File: src/rtl/rskc_pkg.sv
// ----------------------------------------------------------------------------
// rskc_pkg
// Shared types, constants and helper functions of the RMS soft knee compressor.
// ----------------------------------------------------------------------------
`default_nettype none

package rskc_pkg;

  localparam int DELAY_DEPTH_DEF   = 32;
  localparam int RMS_AVG_COEFF_DEF = 655;

  // shared arithmetic units
  localparam int MUL_W = 32;
  localparam int DIV_N_W = 32;
  localparam int DIV_D_W = 16;

  // configuration port
  localparam int CFG_AW = 5;
  localparam logic [2:0] REG_THRESHOLD = 3'd0;
  localparam logic [2:0] REG_RATIO     = 3'd1;
  localparam logic [2:0] REG_ATTACK    = 3'd2;
  localparam logic [2:0] REG_RELEASE   = 3'd3;
  localparam logic [2:0] REG_KNEE      = 3'd4;
  localparam logic [2:0] REG_MAKEUP    = 3'd5;

  localparam logic [15:0] THRESHOLD_RST = 16'hEC00;
  localparam logic [9:0]  RATIO_RST     = 10'd64;
  localparam logic [15:0] ATTACK_RST    = 16'd655;
  localparam logic [15:0] RELEASE_RST   = 16'd66;
  localparam logic [12:0] KNEE_RST      = 13'd0;
  localparam logic [13:0] MAKEUP_RST    = 14'd0;

  localparam logic [15:0] LEVEL_FLOOR = 16'hA000;   // -96 dB in Q7.8
  localparam logic [23:0] GAIN_MAX    = 24'hFFFFFF;
  localparam logic [23:0] GAIN_UNITY  = 24'h010000;
  localparam logic [17:0] LOG_SCALE   = 18'd197284;  // 10*log10(2) in Q16
  localparam logic [17:0] EXP_SCALE   = 18'd174166;  // log2(10)/20 in Q20
  localparam logic [33:0] EXP_BIAS    = 34'd2882863104;

  typedef struct packed {
    logic busy;
    logic done;
  } unit_stat_t;

  typedef enum logic [4:0] {
    ST_IDLE,
    ST_PWR_OLD,
    ST_PWR_SQ,
    ST_PWR_NEW,
    ST_NORM,
    ST_LOG_SQ,
    ST_LOG_DB,
    ST_SLOPE,
    ST_KNEE_MUL,
    ST_KNEE_DIV,
    ST_GAIN,
    ST_EXP_MUL,
    ST_EXP_STEP,
    ST_EXP_FIN,
    ST_TARGET,
    ST_SMOOTH_OLD,
    ST_SMOOTH_NEW,
    ST_OUT_MUL,
    ST_OUT
  } seq_state_t;

  // 2^(2^-(k+1)) in Q16
  function automatic logic [16:0] exp2_step(input logic [3:0] idx);
    logic [16:0] v;
    case (idx)
      4'd0: v = 17'd92682;
      4'd1: v = 17'd77936;
      4'd2: v = 17'd71468;
      4'd3: v = 17'd68438;
      4'd4: v = 17'd66971;
      4'd5: v = 17'd66250;
      4'd6: v = 17'd65892;
      4'd7: v = 17'd65714;
      4'd8: v = 17'd65625;
      4'd9: v = 17'd65580;
      default: v = 17'd65536;
    endcase
    return v;
  endfunction

  // applies the integer part of the exponent, rounding on right shifts
  function automatic logic [23:0] lin_shift(input logic [17:0] r,
                                            input logic signed [6:0] e);
    logic [25:0] up;
    logic [5:0]  s;
    logic [33:0] half;
    logic [33:0] dn;
    logic [23:0] res;
    up = '0;
    s = '0;
    half = '0;
    dn = '0;
    res = GAIN_MAX;
    if (!e[6]) begin
      if (e[5:3] == 3'd0) begin
        up = {8'd0, r} << e[2:0];
        res = (up > {2'b00, GAIN_MAX}) ? GAIN_MAX : up[23:0];
      end
    end else begin
      s = 6'(-e);
      half = 34'd1 << (s - 6'd1);
      dn = ({16'd0, r} + half) >> s;
      res = (dn > {10'd0, GAIN_MAX}) ? GAIN_MAX : dn[23:0];
    end
    return res;
  endfunction

endpackage

`default_nettype wire

File: src/rtl/rms_soft_knee_compressor.sv
// ----------------------------------------------------------------------------
// rms_soft_knee_compressor
// Feedforward RMS compressor with soft knee, makeup gain and lookahead delay.
// ----------------------------------------------------------------------------
// work per item: up to 44 products on the shared bit-serial multiplier, plus the
//   shared divider
// throughput: one item at a time; the next item is taken once the result
//   sits in the output register
// reset: registers to their defaults, power 0, gain unity, delay line reads 0
`default_nettype none

module rms_soft_knee_compressor import rskc_pkg::*; #(
  parameter int DELAY_DEPTH   = DELAY_DEPTH_DEF,
  parameter int RMS_AVG_COEFF = RMS_AVG_COEFF_DEF
) (
  input  logic              clk,
  input  logic              rst,
  input  logic              s_tvalid,
  output logic              s_tready,
  input  logic [15:0]       s_tdata,   // audio_in
  output logic              m_tvalid,
  input  logic              m_tready,
  output logic [15:0]       m_tdata,   // audio_out
  input  logic              psel,
  input  logic              penable,
  input  logic              pwrite,
  input  logic [CFG_AW-1:0] paddr,
  input  logic [31:0]       pwdata,
  output logic [31:0]       prdata,
  output logic              pready
);

  localparam int AW = (DELAY_DEPTH > 1) ? $clog2(DELAY_DEPTH) : 1;

  seq_state_t state, state_next;

  // configuration
  logic [15:0] thr_r;
  logic [9:0]  ratio_r;
  logic [15:0] att_r;
  logic [15:0] rel_r;
  logic [12:0] knee_r;
  logic [13:0] mkup_r;
  logic        cfg_wr;

  // datapath
  logic [15:0]        x_r;
  logic [31:0]        pe;
  logic [23:0]        sg;
  logic [63:0]        acc;
  logic [31:0]        nm;
  logic [4:0]         ncnt;
  logic [4:0]         lexp;
  logic [11:0]        lbits;
  logic [3:0]         li;
  logic signed [15:0] lvl;
  logic [16:0]        slope;
  logic signed [19:0] thr2;
  logic signed [19:0] dbg;
  logic               exp_sel;
  logic signed [6:0]  ey;
  logic [9:0]         efb;
  logic [17:0]        er;
  logic [3:0]         ek;
  logic [23:0]        newg;
  logic [23:0]        mkg;
  logic [23:0]        target;
  logic [AW-1:0]      pos;
  logic               line_full;

  // shared units
  logic             mul_req, mul_start;
  logic [31:0]      mul_a, mul_b;
  logic [63:0]      mul_prod;
  unit_stat_t       mul_stat;
  logic             div_req, div_start;
  logic [31:0]      div_n;
  logic [15:0]      div_d;
  logic [31:0]      div_q;
  unit_stat_t       div_stat;

  logic [15:0] rd_data;
  logic        out_free;
  logic        ram_we;

  // combinational helpers
  logic [15:0]        abs_x;
  logic [63:0]        p_sum;
  logic [31:0]        p_new;
  logic signed [17:0] lval;
  logic [16:0]        abs_l;
  logic [63:0]        lmag;
  logic [9:0]         r_eff;
  logic [15:0]        t_cl;
  logic signed [19:0] t2, d2, k20, neg_t2, den, diff, neg_diff;
  logic               in_knee;
  logic [63:0]        gq;
  logic [15:0]        dbg_cl, din16, u16;
  logic [33:0]        ey_y;
  logic               ebit;
  logic [63:0]        rr;
  logic [63:0]        tsum;
  logic [23:0]        tsat;
  logic [15:0]        coef;
  logic [16:0]        om;
  logic [63:0]        gsum;
  logic [23:0]        gsat;
  logic [31:0]        sq;
  logic [15:0]        delayed;
  logic signed [41:0] o_tot;
  logic signed [25:0] o_q;
  logic [15:0]        o_sat;

  rskc_mul u_mul (
    .clk  (clk),
    .rst  (rst),
    .start(mul_start),
    .a    (mul_a),
    .b    (mul_b),
    .prod (mul_prod),
    .stat (mul_stat)
  );

  rskc_div u_div (
    .clk  (clk),
    .rst  (rst),
    .start(div_start),
    .num  (div_n),
    .den  (div_d),
    .quot (div_q),
    .stat (div_stat)
  );

  rskc_ram #(
    .WIDTH(16),
    .DEPTH(DELAY_DEPTH)
  ) u_line (
    .clk  (clk),
    .we   (ram_we),
    .waddr(pos),
    .wdata(x_r),
    .re   (s_tvalid && s_tready),
    .raddr(pos),
    .rdata(rd_data)
  );

  // ---------------- configuration port ----------------
  assign pready = 1'b1;
  assign cfg_wr = psel && penable && pwrite && pready;

  always_ff @(posedge clk) begin
    if (rst) begin
      thr_r <= THRESHOLD_RST;
      ratio_r <= RATIO_RST;
      att_r <= ATTACK_RST;
      rel_r <= RELEASE_RST;
      knee_r <= KNEE_RST;
      mkup_r <= MAKEUP_RST;
    end else if (cfg_wr) begin
      case (paddr[4:2])
        REG_THRESHOLD: thr_r <= pwdata[15:0];
        REG_RATIO:     ratio_r <= pwdata[9:0];
        REG_ATTACK:    att_r <= pwdata[15:0];
        REG_RELEASE:   rel_r <= pwdata[15:0];
        REG_KNEE:      knee_r <= pwdata[12:0];
        REG_MAKEUP:    mkup_r <= pwdata[13:0];
        default: ;
      endcase
    end
  end

  always_comb begin
    case (paddr[4:2])
      REG_THRESHOLD: prdata = {16'd0, thr_r};
      REG_RATIO:     prdata = {22'd0, ratio_r};
      REG_ATTACK:    prdata = {16'd0, att_r};
      REG_RELEASE:   prdata = {16'd0, rel_r};
      REG_KNEE:      prdata = {19'd0, knee_r};
      REG_MAKEUP:    prdata = {18'd0, mkup_r};
      default:       prdata = 32'd0;
    endcase
  end

  // ---------------- arithmetic around the shared units ----------------
  assign abs_x = x_r[15] ? 16'(-x_r) : x_r;
  assign p_sum = acc + mul_prod + 64'd32768;
  assign p_new = p_sum[47:16];
  assign sq = mul_prod[61:30];

  assign lval = $signed({1'b0, lexp, lbits}) - 18'sd122880;
  assign abs_l = lval[17] ? 17'(-lval) : lval[16:0];
  assign lmag = mul_prod + 64'd524288;

  assign r_eff = (ratio_r < 10'd16) ? 10'd16 : ratio_r;

  // knee math in Q7.9
  assign t_cl = thr_r[15] ? thr_r : 16'd0;
  assign t2 = {{3{t_cl[15]}}, t_cl, 1'b0};
  assign d2 = {{3{lvl[15]}}, lvl, 1'b0};
  assign k20 = {7'd0, knee_r};
  assign neg_t2 = -t2;
  assign den = k20 + ((neg_t2 < k20) ? neg_t2 : k20);
  assign in_knee = (knee_r != 13'd0) && (d2 > t2 - k20) && (d2 < t2 + k20);
  assign diff = thr2 - d2;
  assign neg_diff = -diff;
  assign gq = (mul_prod + 64'd65536) >> 17;

  // dB to linear
  assign dbg_cl = (dbg < -20'sd32768) ? 16'h8000 : dbg[15:0];
  assign din16 = exp_sel ? {{2{mkup_r[13]}}, mkup_r} : dbg_cl;
  assign u16 = {~din16[15], din16[14:0]};
  assign ey_y = mul_prod[33:0] + EXP_BIAS;
  assign ebit = efb[4'd9 - ek];
  assign rr = mul_prod + 64'd32768;

  assign tsum = mul_prod + 64'd32768;
  assign tsat = (tsum[63:40] != 24'd0) ? GAIN_MAX : tsum[39:16];

  // attack when the new gain drops below the smoothed one
  assign coef = (newg < sg) ? att_r : rel_r;
  assign om = 17'd65536 - {1'b0, coef};
  assign gsum = acc + mul_prod + 64'd32768;
  assign gsat = (gsum[63:40] != 24'd0) ? GAIN_MAX : gsum[39:16];

  assign delayed = line_full ? rd_data : 16'd0;
  assign o_tot = $signed({2'b00, mul_prod[39:0]}) - $signed({3'b000, sg, 15'd0})
               + 42'sd32768;
  assign o_q = o_tot[41:16];
  always_comb begin
    if (o_q > 26'sd32767) begin
      o_sat = 16'h7FFF;
    end else if (o_q < -26'sd32768) begin
      o_sat = 16'h8000;
    end else begin
      o_sat = o_q[15:0];
    end
  end

  assign out_free = !m_tvalid || m_tready;
  assign ram_we = (state == ST_OUT) && out_free;
  assign s_tready = (state == ST_IDLE);

  assign mul_start = mul_req && !mul_stat.busy && !mul_stat.done;
  assign div_start = div_req && !div_stat.busy && !div_stat.done;

  // ---------------- sequencer ----------------
  always_ff @(posedge clk) begin
    if (rst) begin
      state <= ST_IDLE;
    end else begin
      state <= state_next;
    end
  end

  always_comb begin
    state_next = state;
    mul_req = 1'b0;
    mul_a = 32'd0;
    mul_b = 32'd0;
    div_req = 1'b0;
    div_n = 32'd0;
    div_d = 16'd0;
    case (state)
      ST_IDLE: begin
        if (s_tvalid) begin
          state_next = ST_PWR_OLD;
        end
      end
      ST_PWR_OLD: begin
        mul_req = 1'b1;
        mul_a = pe;
        mul_b = 32'(65536 - RMS_AVG_COEFF);
        if (mul_stat.done) begin
          state_next = ST_PWR_SQ;
        end
      end
      ST_PWR_SQ: begin
        mul_req = 1'b1;
        mul_a = {16'd0, abs_x};
        mul_b = {16'd0, abs_x};
        if (mul_stat.done) begin
          state_next = ST_PWR_NEW;
        end
      end
      ST_PWR_NEW: begin
        mul_req = 1'b1;
        mul_a = nm;
        mul_b = 32'(RMS_AVG_COEFF);
        if (mul_stat.done) begin
          state_next = (p_new == 32'd0) ? ST_SLOPE : ST_NORM;
        end
      end
      ST_NORM: begin
        if (nm[31]) begin
          state_next = ST_LOG_SQ;
        end
      end
      ST_LOG_SQ: begin
        mul_req = 1'b1;
        mul_a = nm;
        mul_b = nm;
        if (mul_stat.done && li == 4'd0) begin
          state_next = ST_LOG_DB;
        end
      end
      ST_LOG_DB: begin
        mul_req = 1'b1;
        mul_a = {15'd0, abs_l};
        mul_b = {14'd0, LOG_SCALE};
        if (mul_stat.done) begin
          state_next = ST_SLOPE;
        end
      end
      ST_SLOPE: begin
        div_req = 1'b1;
        div_n = 32'd1048576 + {23'd0, r_eff[9:1]};
        div_d = {6'd0, r_eff};
        if (div_stat.done) begin
          state_next = in_knee ? ST_KNEE_MUL : ST_GAIN;
        end
      end
      ST_KNEE_MUL: begin
        mul_req = 1'b1;
        mul_a = {15'd0, slope};
        mul_b = {19'd0, knee_r};
        if (mul_stat.done) begin
          state_next = ST_KNEE_DIV;
        end
      end
      ST_KNEE_DIV: begin
        div_req = 1'b1;
        div_n = acc[31:0] + {17'd0, den[15:1]};
        div_d = den[15:0];
        if (div_stat.done) begin
          state_next = ST_GAIN;
        end
      end
      ST_GAIN: begin
        mul_req = diff[19];
        mul_a = {15'd0, slope};
        mul_b = {12'd0, neg_diff};
        if (!diff[19] || mul_stat.done) begin
          state_next = ST_EXP_MUL;
        end
      end
      ST_EXP_MUL: begin
        mul_req = 1'b1;
        mul_a = {16'd0, u16};
        mul_b = {14'd0, EXP_SCALE};
        if (mul_stat.done) begin
          state_next = ST_EXP_STEP;
        end
      end
      ST_EXP_STEP: begin
        mul_req = ebit;
        mul_a = {14'd0, er};
        mul_b = {15'd0, exp2_step(ek)};
        if ((!ebit || mul_stat.done) && ek == 4'd9) begin
          state_next = ST_EXP_FIN;
        end
      end
      ST_EXP_FIN: begin
        state_next = exp_sel ? ST_TARGET : ST_EXP_MUL;
      end
      ST_TARGET: begin
        mul_req = 1'b1;
        mul_a = {8'd0, newg};
        mul_b = {8'd0, mkg};
        if (mul_stat.done) begin
          state_next = ST_SMOOTH_OLD;
        end
      end
      ST_SMOOTH_OLD: begin
        mul_req = 1'b1;
        mul_a = {15'd0, om};
        mul_b = {8'd0, sg};
        if (mul_stat.done) begin
          state_next = ST_SMOOTH_NEW;
        end
      end
      ST_SMOOTH_NEW: begin
        mul_req = 1'b1;
        mul_a = {16'd0, coef};
        mul_b = {8'd0, target};
        if (mul_stat.done) begin
          state_next = ST_OUT_MUL;
        end
      end
      ST_OUT_MUL: begin
        mul_req = 1'b1;
        mul_a = {8'd0, sg};
        mul_b = {16'd0, delayed ^ 16'h8000};
        if (mul_stat.done) begin
          state_next = ST_OUT;
        end
      end
      ST_OUT: begin
        if (out_free) begin
          state_next = ST_IDLE;
        end
      end
      default: state_next = ST_IDLE;
    endcase
  end

  // ---------------- state registers of the model ----------------
  always_ff @(posedge clk) begin
    if (rst) begin
      pe <= 32'd0;
      sg <= GAIN_UNITY;
      pos <= '0;
      line_full <= 1'b0;
      m_tvalid <= 1'b0;
    end else begin
      if (state == ST_PWR_NEW && mul_stat.done) begin
        pe <= p_new;
      end
      if (state == ST_SMOOTH_NEW && mul_stat.done) begin
        sg <= gsat;
      end
      if (ram_we) begin
        m_tvalid <= 1'b1;
        if (pos == AW'(DELAY_DEPTH - 1)) begin
          pos <= '0;
          line_full <= 1'b1;
        end else begin
          pos <= pos + 1'b1;
        end
      end else if (m_tready) begin
        m_tvalid <= 1'b0;
      end
    end
  end

  // ---------------- working registers ----------------
  always_ff @(posedge clk) begin
    case (state)
      ST_IDLE: begin
        if (s_tvalid) begin
          x_r <= s_tdata;
        end
      end
      ST_PWR_OLD: begin
        if (mul_stat.done) begin
          acc <= mul_prod;
        end
      end
      ST_PWR_SQ: begin
        if (mul_stat.done) begin
          nm <= mul_prod[31:0];
        end
      end
      ST_PWR_NEW: begin
        if (mul_stat.done) begin
          nm <= p_new;
          ncnt <= 5'd0;
          lbits <= 12'd0;
          li <= 4'd11;
          lvl <= LEVEL_FLOOR;
        end
      end
      ST_NORM: begin
        if (nm[31]) begin
          nm <= {1'b0, nm[31:1]};
          lexp <= 5'd31 - ncnt;
        end else begin
          nm <= {nm[30:0], 1'b0};
          ncnt <= ncnt + 1'b1;
        end
      end
      ST_LOG_SQ: begin
        if (mul_stat.done) begin
          if (sq[31]) begin
            nm <= {1'b0, sq[31:1]};
            lbits[li] <= 1'b1;
          end else begin
            nm <= sq;
          end
          li <= li - 1'b1;
        end
      end
      ST_LOG_DB: begin
        if (mul_stat.done) begin
          lvl <= lval[17] ? 16'(-lmag[35:20]) : lmag[35:20];
        end
      end
      ST_SLOPE: begin
        if (div_stat.done) begin
          slope <= 17'd65536 - div_q[16:0];
          thr2 <= in_knee ? (t2 - k20) : t2;
        end
      end
      ST_KNEE_MUL: begin
        if (mul_stat.done) begin
          acc <= mul_prod;
        end
      end
      ST_KNEE_DIV: begin
        if (div_stat.done) begin
          slope <= div_q[16:0];
        end
      end
      ST_GAIN: begin
        exp_sel <= 1'b0;
        if (!diff[19]) begin
          dbg <= 20'sd0;
        end else if (mul_stat.done) begin
          dbg <= -$signed({2'b00, gq[17:0]});
        end
      end
      ST_EXP_MUL: begin
        if (mul_stat.done) begin
          ey <= $signed({1'b0, ey_y[33:28]}) - 7'sd32;
          efb <= ey_y[27:18];
          er <= 18'd65536;
          ek <= 4'd0;
        end
      end
      ST_EXP_STEP: begin
        if (!ebit) begin
          ek <= ek + 1'b1;
        end else if (mul_stat.done) begin
          er <= rr[33:16];
          ek <= ek + 1'b1;
        end
      end
      ST_EXP_FIN: begin
        if (exp_sel) begin
          mkg <= lin_shift(er, ey);
        end else begin
          newg <= lin_shift(er, ey);
          exp_sel <= 1'b1;
        end
      end
      ST_TARGET: begin
        if (mul_stat.done) begin
          target <= tsat;
        end
      end
      ST_SMOOTH_OLD: begin
        if (mul_stat.done) begin
          acc <= mul_prod;
        end
      end
      ST_OUT: begin
        if (out_free) begin
          m_tdata <= o_sat;
        end
      end
      default: ;
    endcase
  end

  // ---------------- assertions ----------------
  a_unit_free: assert property (@(posedge clk) disable iff (rst)
    mul_start |-> !mul_stat.busy && !div_stat.busy)
    else $error("multiplier started while a unit is busy");

  a_idle_quiet: assert property (@(posedge clk) disable iff (rst)
    (state == ST_IDLE) |-> !mul_stat.busy && !div_stat.busy)
    else $error("arithmetic unit busy while idle");

  a_one_item: assert property (@(posedge clk) disable iff (rst)
    s_tvalid && s_tready |=> !s_tready)
    else $error("item accepted while the previous one is in work");

endmodule

`default_nettype wire

File: src/rtl/rskc_ram.sv
// ----------------------------------------------------------------------------
// rskc_ram
// Generic single write port, single read port RAM with registered read data.
// ----------------------------------------------------------------------------
`default_nettype none

module rskc_ram #(
  parameter int WIDTH = 16,
  parameter int DEPTH = 32,
  localparam int AW = (DEPTH > 1) ? $clog2(DEPTH) : 1
) (
  input  logic             clk,
  input  logic             we,
  input  logic [AW-1:0]    waddr,
  input  logic [WIDTH-1:0] wdata,
  input  logic             re,
  input  logic [AW-1:0]    raddr,
  output logic [WIDTH-1:0] rdata
);

  logic [WIDTH-1:0] mem [DEPTH];

  always_ff @(posedge clk) begin
    if (we) begin
      mem[waddr] <= wdata;
    end
    if (re) begin
      rdata <= mem[raddr];
    end
  end

endmodule

`default_nettype wire

File: src/rtl/rskc_mul.sv
// ----------------------------------------------------------------------------
// rskc_mul
// Bit-serial unsigned multiplier, one multiplier bit per cycle.
// ----------------------------------------------------------------------------
`default_nettype none

module rskc_mul import rskc_pkg::*; (
  input  logic               clk,
  input  logic               rst,
  input  logic               start,
  input  logic [MUL_W-1:0]   a,
  input  logic [MUL_W-1:0]   b,
  output logic [2*MUL_W-1:0] prod,
  output unit_stat_t         stat
);

  localparam int CW = $clog2(MUL_W);

  logic [MUL_W-1:0]   mcand;
  logic [2*MUL_W-1:0] acc;
  logic [CW-1:0]      cnt;
  logic               busy;
  logic               done;
  logic [MUL_W:0]     sum;

  // multiplier sits in the low half and shifts out as the product shifts in
  assign sum = {1'b0, acc[2*MUL_W-1:MUL_W]} + (acc[0] ? {1'b0, mcand} : '0);

  always_ff @(posedge clk) begin
    if (rst) begin
      busy <= 1'b0;
      done <= 1'b0;
      cnt <= '0;
    end else begin
      done <= 1'b0;
      if (start) begin
        busy <= 1'b1;
        cnt <= '0;
      end else if (busy) begin
        cnt <= cnt + 1'b1;
        if (cnt == CW'(MUL_W - 1)) begin
          busy <= 1'b0;
          done <= 1'b1;
        end
      end
    end
  end

  always_ff @(posedge clk) begin
    if (start) begin
      mcand <= a;
      acc <= {{MUL_W{1'b0}}, b};
    end else if (busy) begin
      acc <= {sum, acc[MUL_W-1:1]};
    end
  end

  assign prod = acc;
  assign stat.busy = busy;
  assign stat.done = done;

endmodule

`default_nettype wire

File: src/rtl/rskc_div.sv
// ----------------------------------------------------------------------------
// rskc_div
// Restoring divider, one quotient bit per cycle.
// ----------------------------------------------------------------------------
`default_nettype none

module rskc_div import rskc_pkg::*; (
  input  logic               clk,
  input  logic               rst,
  input  logic               start,
  input  logic [DIV_N_W-1:0] num,
  input  logic [DIV_D_W-1:0] den,
  output logic [DIV_N_W-1:0] quot,
  output unit_stat_t         stat
);

  localparam int CW = $clog2(DIV_N_W);

  logic [DIV_D_W-1:0] den_r;
  logic [DIV_D_W-1:0] rem;
  logic [DIV_N_W-1:0] q;
  logic [CW-1:0]      cnt;
  logic               busy;
  logic               done;
  logic [DIV_D_W:0]   rem_sh;
  logic               ge;

  assign rem_sh = {rem, q[DIV_N_W-1]};
  assign ge = rem_sh >= {1'b0, den_r};

  always_ff @(posedge clk) begin
    if (rst) begin
      busy <= 1'b0;
      done <= 1'b0;
      cnt <= '0;
    end else begin
      done <= 1'b0;
      if (start) begin
        busy <= 1'b1;
        cnt <= '0;
      end else if (busy) begin
        cnt <= cnt + 1'b1;
        if (cnt == CW'(DIV_N_W - 1)) begin
          busy <= 1'b0;
          done <= 1'b1;
        end
      end
    end
  end

  always_ff @(posedge clk) begin
    if (start) begin
      den_r <= den;
      rem <= '0;
      q <= num;
    end else if (busy) begin
      rem <= ge ? DIV_D_W'(rem_sh - {1'b0, den_r}) : rem_sh[DIV_D_W-1:0];
      q <= {q[DIV_N_W-2:0], ge};
    end
  end

  assign quot = q;
  assign stat.busy = busy;
  assign stat.done = done;

endmodule

`default_nettype wire

File: config.mk
export PLATFORM = sky130hd
export DESIGN_NAME = rms_soft_knee_compressor
export DESIGN_NICKNAME = d
export VERILOG_FILES = /design/src/rtl/rskc_pkg.sv /design/src/rtl/rms_soft_knee_compressor.sv /design/src/rtl/rskc_ram.sv /design/src/rtl/rskc_mul.sv /design/src/rtl/rskc_div.sv
export SDC_FILE = /design/constraint.sdc
export NUM_CORES = 2
export LEC_CHECK = 0
export BUFFER_PORTS_ARGS = -buffer_cell sky130_fd_sc_hd__buf_2
export CORE_UTILIZATION = 55
export CTS_BUF_LIST = sky130_fd_sc_hd__clkbuf_2
export CTS_CLUSTER_DIAMETER = 100
export DETAILED_ROUTE_END_ITERATION = 12
export MAX_ROUTING_LAYER = met4
export PLACE_DENSITY_LB_ADDON = 0.25
export SYNTH_ARGS = -nofsm -noshare
export SYNTH_HDL_FRONTEND = slang
export SYNTH_SLANG_ARGS = --single-unit
export TNS_END_PERCENT = 50
File: constraint.sdc
create_clock -name clk -period 8.06 [get_ports clk]
set_input_delay 0 -clock clk [delete_from_list [all_inputs] [get_ports clk]]
set_output_delay 0 -clock clk [all_outputs]
set_load 0.02 [all_outputs]
Word level (Yosys, flattened, before mapping) --
Memories as Yosys holds them, arrays and structs flattened. A register that Yosys moved wholly into a read port is not among the register bits. Index checks and enable logic that the tools add are counted. Widths: inputs -> output; s select.
Word-level totals: bits in registers 666, bits in writable memories 512, ROM bits 240, input port bits 60, output and inout port bits 51, logic and storage cells 339, memories kept 2
Memory list:
- u_line.mem | words 32, bits a word 16, rd ports 1, clocked after Yosys merged registers in 1, write ports 1, line rskc_ram.sv:21 | logic [WIDTH-1:0] mem [DEPTH];
- (no name shown) | words 16, bits a word 15, rd ports 1, clocked after Yosys merged registers in 1, write ports 0, line rskc_pkg.sv:70 | case (idx)
Cells by class: $add $sub $neg 37, order comparisons 14, equality and inequality tests 52, shifts and indexed selects 3, mux-type cells 102, bitwise gates (word level) 6, reductions and logical operators 78
Operator list (number):
- $pmux 32 s13 | 1
- $pmux 32 s11 | 1
- $mux 32 | 9
- $mux 16 | 12
- $add 64x16->64 const B | 2
- $pmux 32 s4 | 1
- $mux 24 | 5
- $mux 5 | 21
- $pmux 16 s6 | 1
- $pmux 5 s19 | 1
- $add 64x64->64 | 1
- $pmux 16 s2 | 2
- $pmux 32 s2 | 1
- $mux 18 | 3
- $mux 17 | 3
- $reduce_bool 24->1 | 2
- $add 41x17->42 const B | 1
- $sub 40x39->41 | 1
- $eq 5x4->1 const B | 8
- $mux 20 | 2
- $add 36x20->36 const B | 1
- $mux 12 | 3
- $pmux 18 s2 | 1
- $add 35x17->35 const B | 1
- 86 further kinds | 208

Longest topological paths before layout --
word-level depth 8, mapped depth 37, mapped depth without buffers 35

Cells and area by module --
Synthesis repeated with hierarchy kept, for this count alone.
Unflattened totals: cells, all modules 7264, area total of the unflattened synthesis 73464.2 um2
Modules (own cells, without submodules):
- rms_soft_knee_compressor | instances 1, cells an instance 5257, area an instance 43360.3 um2, seq. area each 13452.9 um2
- rskc_ram | instances 1, cells an instance 1143, area an instance 20694.8 um2, seq. area each 15855.2 um2
- rskc_mul | instances 1, cells an instance 508, area an instance 5540.3 um2, seq. area each 2702.6 um2
- rskc_div | instances 1, cells an instance 356, area an instance 3868.7 um2, seq. area each 1901.8 um2

Least setup slack after synthesis --
No wires, ideal clock.
path kind reg-to-reg, start reg thr_r[0], end reg u_div.q[29] (netlist: u_div.quot[29]) (data pin), library setup time 0.264 ns, data arrival time 7.267 ns, required time 7.796 ns, path slack 0.529 ns, cell stages (with the launch flop) 37, path buffers 3, clock period less this slack 7.531 ns, cell sequence dfxtp_1 -> clkbuf_1 -> nor4_1 -> inv_1 -> o31ai_1 -> and2_1 -> clkbuf_1 -> nand3_1 -> nor2b_1 -> ha_1 -> nor2b_1 -> o21ai_0 -> nand2b_1 -> a221oi_1 -> nand2_1 -> clkbuf_1 -> mux2_2 -> ha_1 -> nor2b_1 -> o21ai_0 -> a21boi_0 -> o21ai_0 -> a21boi_0 -> o21ai_0 -> a21boi_0 -> o21ai_0 -> a21boi_0 -> o21ai_0 -> a21boi_0 -> nor2_1 -> ha_1 -> nand3_1 -> o311ai_0 -> a21oi_1 -> nor4b_1 -> xnor2_1 -> o21ai_0
On the way: longest elaborated chain between the ends 8
Ends and longest elaborated chain:
- start: declaration | line rms_soft_knee_compressor.sv:38 | logic [15:0] thr_r;
- start signal: assignment | line rms_soft_knee_compressor.sv:161 | REG_THRESHOLD: thr_r <= pwdata[15:0];
- $mux 16 * | line rms_soft_knee_compressor.sv:197 | assign t_cl = thr_r[15] ? thr_r : 16'd0;
- $neg 17->20 * | line rms_soft_knee_compressor.sv:201 | assign neg_t2 = -t2;
- $lt 20x14->1 | line rms_soft_knee_compressor.sv:202 | assign den = k20 + ((neg_t2 < k20) ? neg_t2 : k20);
- $mux 16 * | line rms_soft_knee_compressor.sv:202
- $add 14x16->16 * | line rms_soft_knee_compressor.sv:202
- $add 32x15->32 * | line rms_soft_knee_compressor.sv:332 | div_n = acc[31:0] + {17'd0, den[15:1]};
- $pmux 32 s2 * | line rms_soft_knee_compressor.sv:263 | case (state)
- $mux 32 * | line rskc_div.sv:52 | if (start) begin
- end signal: assignment | line rskc_div.sv:55 | q <= num;
- end signal: assignment | line rskc_div.sv:58 | q <= {q[DIV_N_W-2:0], ge};
- end: declaration | line rskc_div.sv:21 | logic [DIV_N_W-1:0] q;
Every way passes the cells marked *; elsewhere a longest branch is shown, timed or not. A chain may end at the register's enable or synchronous reset.

Final worst setup path --
start reg thr_r[0], end reg u_div.q[19] (netlist: u_div.quot[19]) (data pin)
Same word-level chain as after synthesis.

==> flow_summary.html <==
<table>
<tr><th>Metric</th><th>Value</th></tr>
<tr><th colspan="2">Power and ir drop</th></tr>
<tr><td>Pwr dens</td><td>about 260 nW/um2</td></tr>
<tr><td>VDD IR max</td><td>approximately 210 uV</td></tr>
<tr><td>Clock power share</td><td>21.4%</td></tr>
<tr><td>Switching component of the power</td><td>8.54 mW</td></tr>
<tr><td>Total power after layout</td><td>20.2 mW</td></tr>
<tr><td>Sw frac</td><td>42.3%</td></tr>
<tr><td>Cell internal power dissipation</td><td>11.7 mW</td></tr>
<tr><td>Reported leakage power</td><td>29.5 nW</td></tr>
<tr><td>Flop pwr share</td><td>38.7%</td></tr>
<tr><td>Proportion of power drawn by combinational gates</td><td>39.9%</td></tr>
<tr><th colspan="2">Logic synthesis</th></tr>
<tr><td>#FFs+latches synth</td><td>approximately 1.2k</td></tr>
<tr><td>Post-synthesis share of cell area spent on full adders, half adders and majority gates</td><td>7.06%</td></tr>
<tr><td>Synth cell count leaders</td><td>976 x edfxtp_1, 642 x nand2_1, 604 x nor2_1</td></tr>
<tr><td>Gate count of the mapped netlist</td><td>6807</td></tr>
<tr><td>Cells taking the most area after synthesis</td><td>edfxtp_1 41%, ha_1 6.8%, dfxtp_1 6.4%</td></tr>
<tr><td>Number of distinct standard cells referenced by the synthesized netlist</td><td>roughly 110</td></tr>
<tr><td>Post-synthesis cell area</td><td>~70000 um2</td></tr>
<tr><td>Count of flip-flops with a built-in enable after synthesis</td><td>around 1000</td></tr>
<tr><td>Cell with the most instances after synthesis</td><td>edfxtp_1</td></tr>
<tr><td>Largest area contributor in the netlist</td><td>edfxtp_1</td></tr>
<tr><td>Predominant post-synthesis flop cell</td><td>edfxtp_1</td></tr>
<tr><td>Async set-or-reset flop fraction in the synthesized netlist</td><td>0%</td></tr>
<tr><td>Fraction of the mapped netlist area in compound gates</td><td>16.2%</td></tr>
<tr><td>Multiplexer fraction of the synthesized cell area</td><td>7.62%</td></tr>
<tr><td>Post-synthesis simple-gate area fraction</td><td>between 10% and 20%</td></tr>
<tr><td>Post-Synth XOR/XNOR Area</td><td>4.39%</td></tr>
<tr><td>Avg Synthesized Cell Area</td><td>between 10 and 15 um2</td></tr>
<tr><td>Warnings from Yosys</td><td>0</td></tr>
<tr><td>Area share of the leading cell type in the synthesized netlist</td><td>40.9%</td></tr>
<tr><td>Fraction of the yosys area taken by sequential cells</td><td>a little under half</td></tr>
<tr><td>Dominant combinational cell family by area after synthesis</td><td>compound AO/OA/AOI/OAI gates</td></tr>
<tr><th colspan="2">Global route</th></tr>
<tr><td>GRT Resource Usage Total</td><td>40.5%</td></tr>
<tr><td>Via count of the first global-routing pass</td><td>~57k</td></tr>
<tr><td>Global-route wire length before repair</td><td>380 mm</td></tr>
<tr><td>GRT Residual Overflow</td><td>0</td></tr>
<tr><td>Number of antenna violations at the first check in global routing</td><td>10</td></tr>
<tr><td>Pin count of the biggest net entering global routing</td><td>130</td></tr>
<tr><th colspan="2">Placement</th></tr>
<tr><td>Post-Place Cell Area</td><td>74300 um2</td></tr>
<tr><td>Port Buffer Count</td><td>75</td></tr>
<tr><td>Detailed placement HPWL</td><td>186 mm</td></tr>
<tr><td>Cell count after placement</td><td>8455</td></tr>
<tr><td>Placer congestion estimate</td><td>1.08</td></tr>
<tr><th colspan="2">Route</th></tr>
<tr><td>Per-cell routed wire length</td><td>28.6 um</td></tr>
<tr><td>Number of DRC markers after the initial detailed-route iteration</td><td>8819</td></tr>
<tr><td>Overall via count from detail_route</td><td>61.0k</td></tr>
<tr><td>TritonRoute pass-1 iters</td><td>10</td></tr>
<tr><td>Remaining antenna violation count</td><td>0</td></tr>
<tr><td>Remaining routing DRC violations</td><td>0</td></tr>
<tr><td>Routed vias/inst</td><td>6.63</td></tr>
<tr><td>Sum of routed wire length over all layers</td><td>263 mm</td></tr>
<tr><th colspan="2">Clock tree</th></tr>
<tr><td>Maximum root-to-sink buffer count</td><td>4</td></tr>
<tr><td>CTS HTree Levels</td><td>5</td></tr>
<tr><td>CTS Sinks</td><td>1206</td></tr>
<tr><td>Clock transition at the registers of the reported paths</td><td>0.10 ns</td></tr>
<tr><td>Clock tree from TritonCTS</td><td>done</td></tr>
<tr><td>Root Buffer Master</td><td>clkbuf_2</td></tr>
<tr><td>Total CTS buffers</td><td>329</td></tr>
<tr><td>Source-to-sink clock delay at the later pin of the worst-skew pair</td><td>1.87 ns</td></tr>
<tr><th colspan="2">STA</th></tr>
<tr><td>Count of final hold-check violations</td><td>0</td></tr>
<tr><td>Setup repair after global routing missed its margin</td><td>false</td></tr>
<tr><td>Final worst path period share</td><td>91.9%</td></tr>
<tr><td>Layout Skew</td><td>0.220 ns</td></tr>
<tr><td>Remaining max-slew budget at the tightest pin</td><td>between 10% and 20%</td></tr>
<tr><td>Total Negative Setup Slacks</td><td>0 ns</td></tr>
<tr><td>Final critical delay including setup and external delays</td><td>7.41 ns</td></tr>
<tr><td>Worst Max-Slew Pin Slew</td><td>1.27 ns</td></tr>
<tr><td>Final Setup Violations</td><td>0</td></tr>
<tr><td>Max Clock Freq</td><td>135 MHz</td></tr>
<tr><td>Final max-slew violation count</td><td>0</td></tr>
<tr><th colspan="2">Finish</th></tr>
<tr><td>Area growth from synthesis to layout</td><td>10.2%</td></tr>
<tr><td>Layout cells sized above 1</td><td>between 10% and 20%</td></tr>
<tr><td>Summed area of non-filler cells in the final layout</td><td>78900 um2</td></tr>
<tr><td>Number of cells in the finished layout apart from fillers</td><td>9208</td></tr>
<tr><td>Final layout net count</td><td>7679</td></tr>
<tr><th colspan="2">Setup path</th></tr>
<tr><td>Capturing element type of the critical path</td><td>register</td></tr>
<tr><td>Top delay family on crit path</td><td>compound AO/OA/AOI/OAI gates</td></tr>
<tr><td>Crit path max fanout</td><td>6</td></tr>
<tr><td>Data arrival time of the critical path</td><td>8.80 ns</td></tr>
<tr><td>Worst path slowest cell</td><td>o31ai_1</td></tr>
<tr><td>Element type at the critical path start</td><td>register</td></tr>
<tr><td>Highest cell delay on the worst timing path</td><td>0.47 ns</td></tr>
<tr><td>Worst EP required</td><td>approximately 9.5 ns</td></tr>
<tr><td>Type of the worst setup path</td><td>register to register</td></tr>
<tr><td>Critical path buffers and inverters</td><td>3</td></tr>
<tr><th colspan="2">Die</th></tr>
<tr><td>Starting utilization of the core area</td><td>55.4%</td></tr>
<tr><td>IO Pins</td><td>111</td></tr>
<tr><td>Area of the die</td><td>132000 um2</td></tr>
<tr><td>Floorplan die height</td><td>363 um</td></tr>
<tr><td>Horizontal extent of the die</td><td>363 um</td></tr>
<tr><td>Area of the core</td><td>around 130000 um2</td></tr>
<tr><td>Cell row count</td><td>132</td></tr>
<tr><th colspan="2">Hold path</th></tr>
<tr><td>Worst Hold Class</td><td>input pin to register</td></tr>
<tr><th colspan="2">Run status</th></tr>
<tr><td>Result of the run</td><td>complete, no violations</td></tr>
<tr><th colspan="2">Flow run</th></tr>
<tr><td>Maximum capacitance violations</td><td>0</td></tr>
</table>
## metrics by stage
| stage | hold slack, ns | setup slack (ns) | util (%) |
|---|---|---|---|
| 2_1_floorplan | 0.0989 | 0.529 | - |
| 3_3_place_gp | 0.177 | 0.284 | 57.4 |
| 3_5_place_dp | 0.178 | 0.277 | 57.4 |
| 4_1_cts | 0.0507 | 0.265 | 61.0 |
| 5_1_grt | 0.151 | 0.0285 | 61.0 |
| 6_report | 0.259 | 0.652 | 61.0 |
## routing by layer
metal	routed length [um]	GRT usage (%)	vias up
li1	-	-	26600
met1	101000	52.5	29500
met2	114000	58.5	4015
met3	30600	9.48	904
met4	17100	22.3	0
met5	0	-	-
## flip-flops by register name, summed over array words and instances (netlist names), 32 cells and up, named ones only
signal,count
nm,32
u_mul.mcand,32
u_mul.prod,64
u_div.quot,32
acc,64
u_line.mem,512
pe,32
## final timing paths
path	from	to	slack, ns	cells after the start
min	pwdata[14]	thr_r[14]	0.26	5
max reg2reg	thr_r[0]	u_div.quot[19]	0.65	32
min reg2reg	pe[31]	pe[31]	0.46	2
max	thr_r[0]	u_div.quot[19]	0.65	32
## power by group through the flow
stage                     logic (mW)  registers [mW]  clock network (mW)
final                           8.06            7.81                4.33
after global routing            8.53            7.80                4.66
after detailed placement        7.63            7.91                   0
after CTS                       7.75            7.77                4.34
after floorplan                 5.01            7.85                   0
after global placement          7.56            7.91                   0
## layout by cell type (no fill, tap or decap), types with 136 or more instances in the layout
cell type,instances
edfxtp_1,976
inv_1,248
dlygate4sd3_1,172
ha_1,391
a21oi_1,506
nor2_1,595
nor3_1,136
clkbuf_2,469
xnor2_1,240
a22oi_1,154
dfxtp_1,226
o21ai_0,250
nand2_1,642
mux2i_1,173
buf_4,195
mux4_2,142
## kinds of logic after synthesis
group	Yosys count
muxes	362
other	2
DFF	1206
AOI/OAI and AO/OA	1751
adders and majority gates	399
buffers and inverters	637
xor gates and xnor gates	357
and+or+nand+nor	2093
## final cells by class
class | instances | area [um2]
Antenna cell | 18 | 45.0
Clock buffer | 469 | 2350
Clock inverter | 90 | 420
Fill cell | 10700 | 50400
Inverter | 254 | 953
Multi-Input combinational cell | 4983 | 35400
Sequential cell | 1206 | 33900
Tap cell | 1742 | 2180
Timing Repair Buffer | 446 | 3660
## worst reg2reg max path, delay by kind of cell (launching register included)
kind	cells	cell delay, ns
multiplexers	1	0.33
buffers and inverters	3	0.50
XOR/XNOR	2	0.36
AND/OR/NAND/NOR	12	2.11
AO/OA/AOI/OAI	11	2.54
flip-flops	1	0.33
adder cells (fa/ha/maj)	3	0.95
## what timing repair did
action | 4_1_cts | 5_1_grt
hold buffers | 175 | 0
endpoints found under the hold margin | 227 | 0
setup buffers | 0 | 1
gates resized for setup | 0 | 12
endpoints found under the setup margin | 0 | 19
Note: power is estimated with default switching activity, not from simulation.
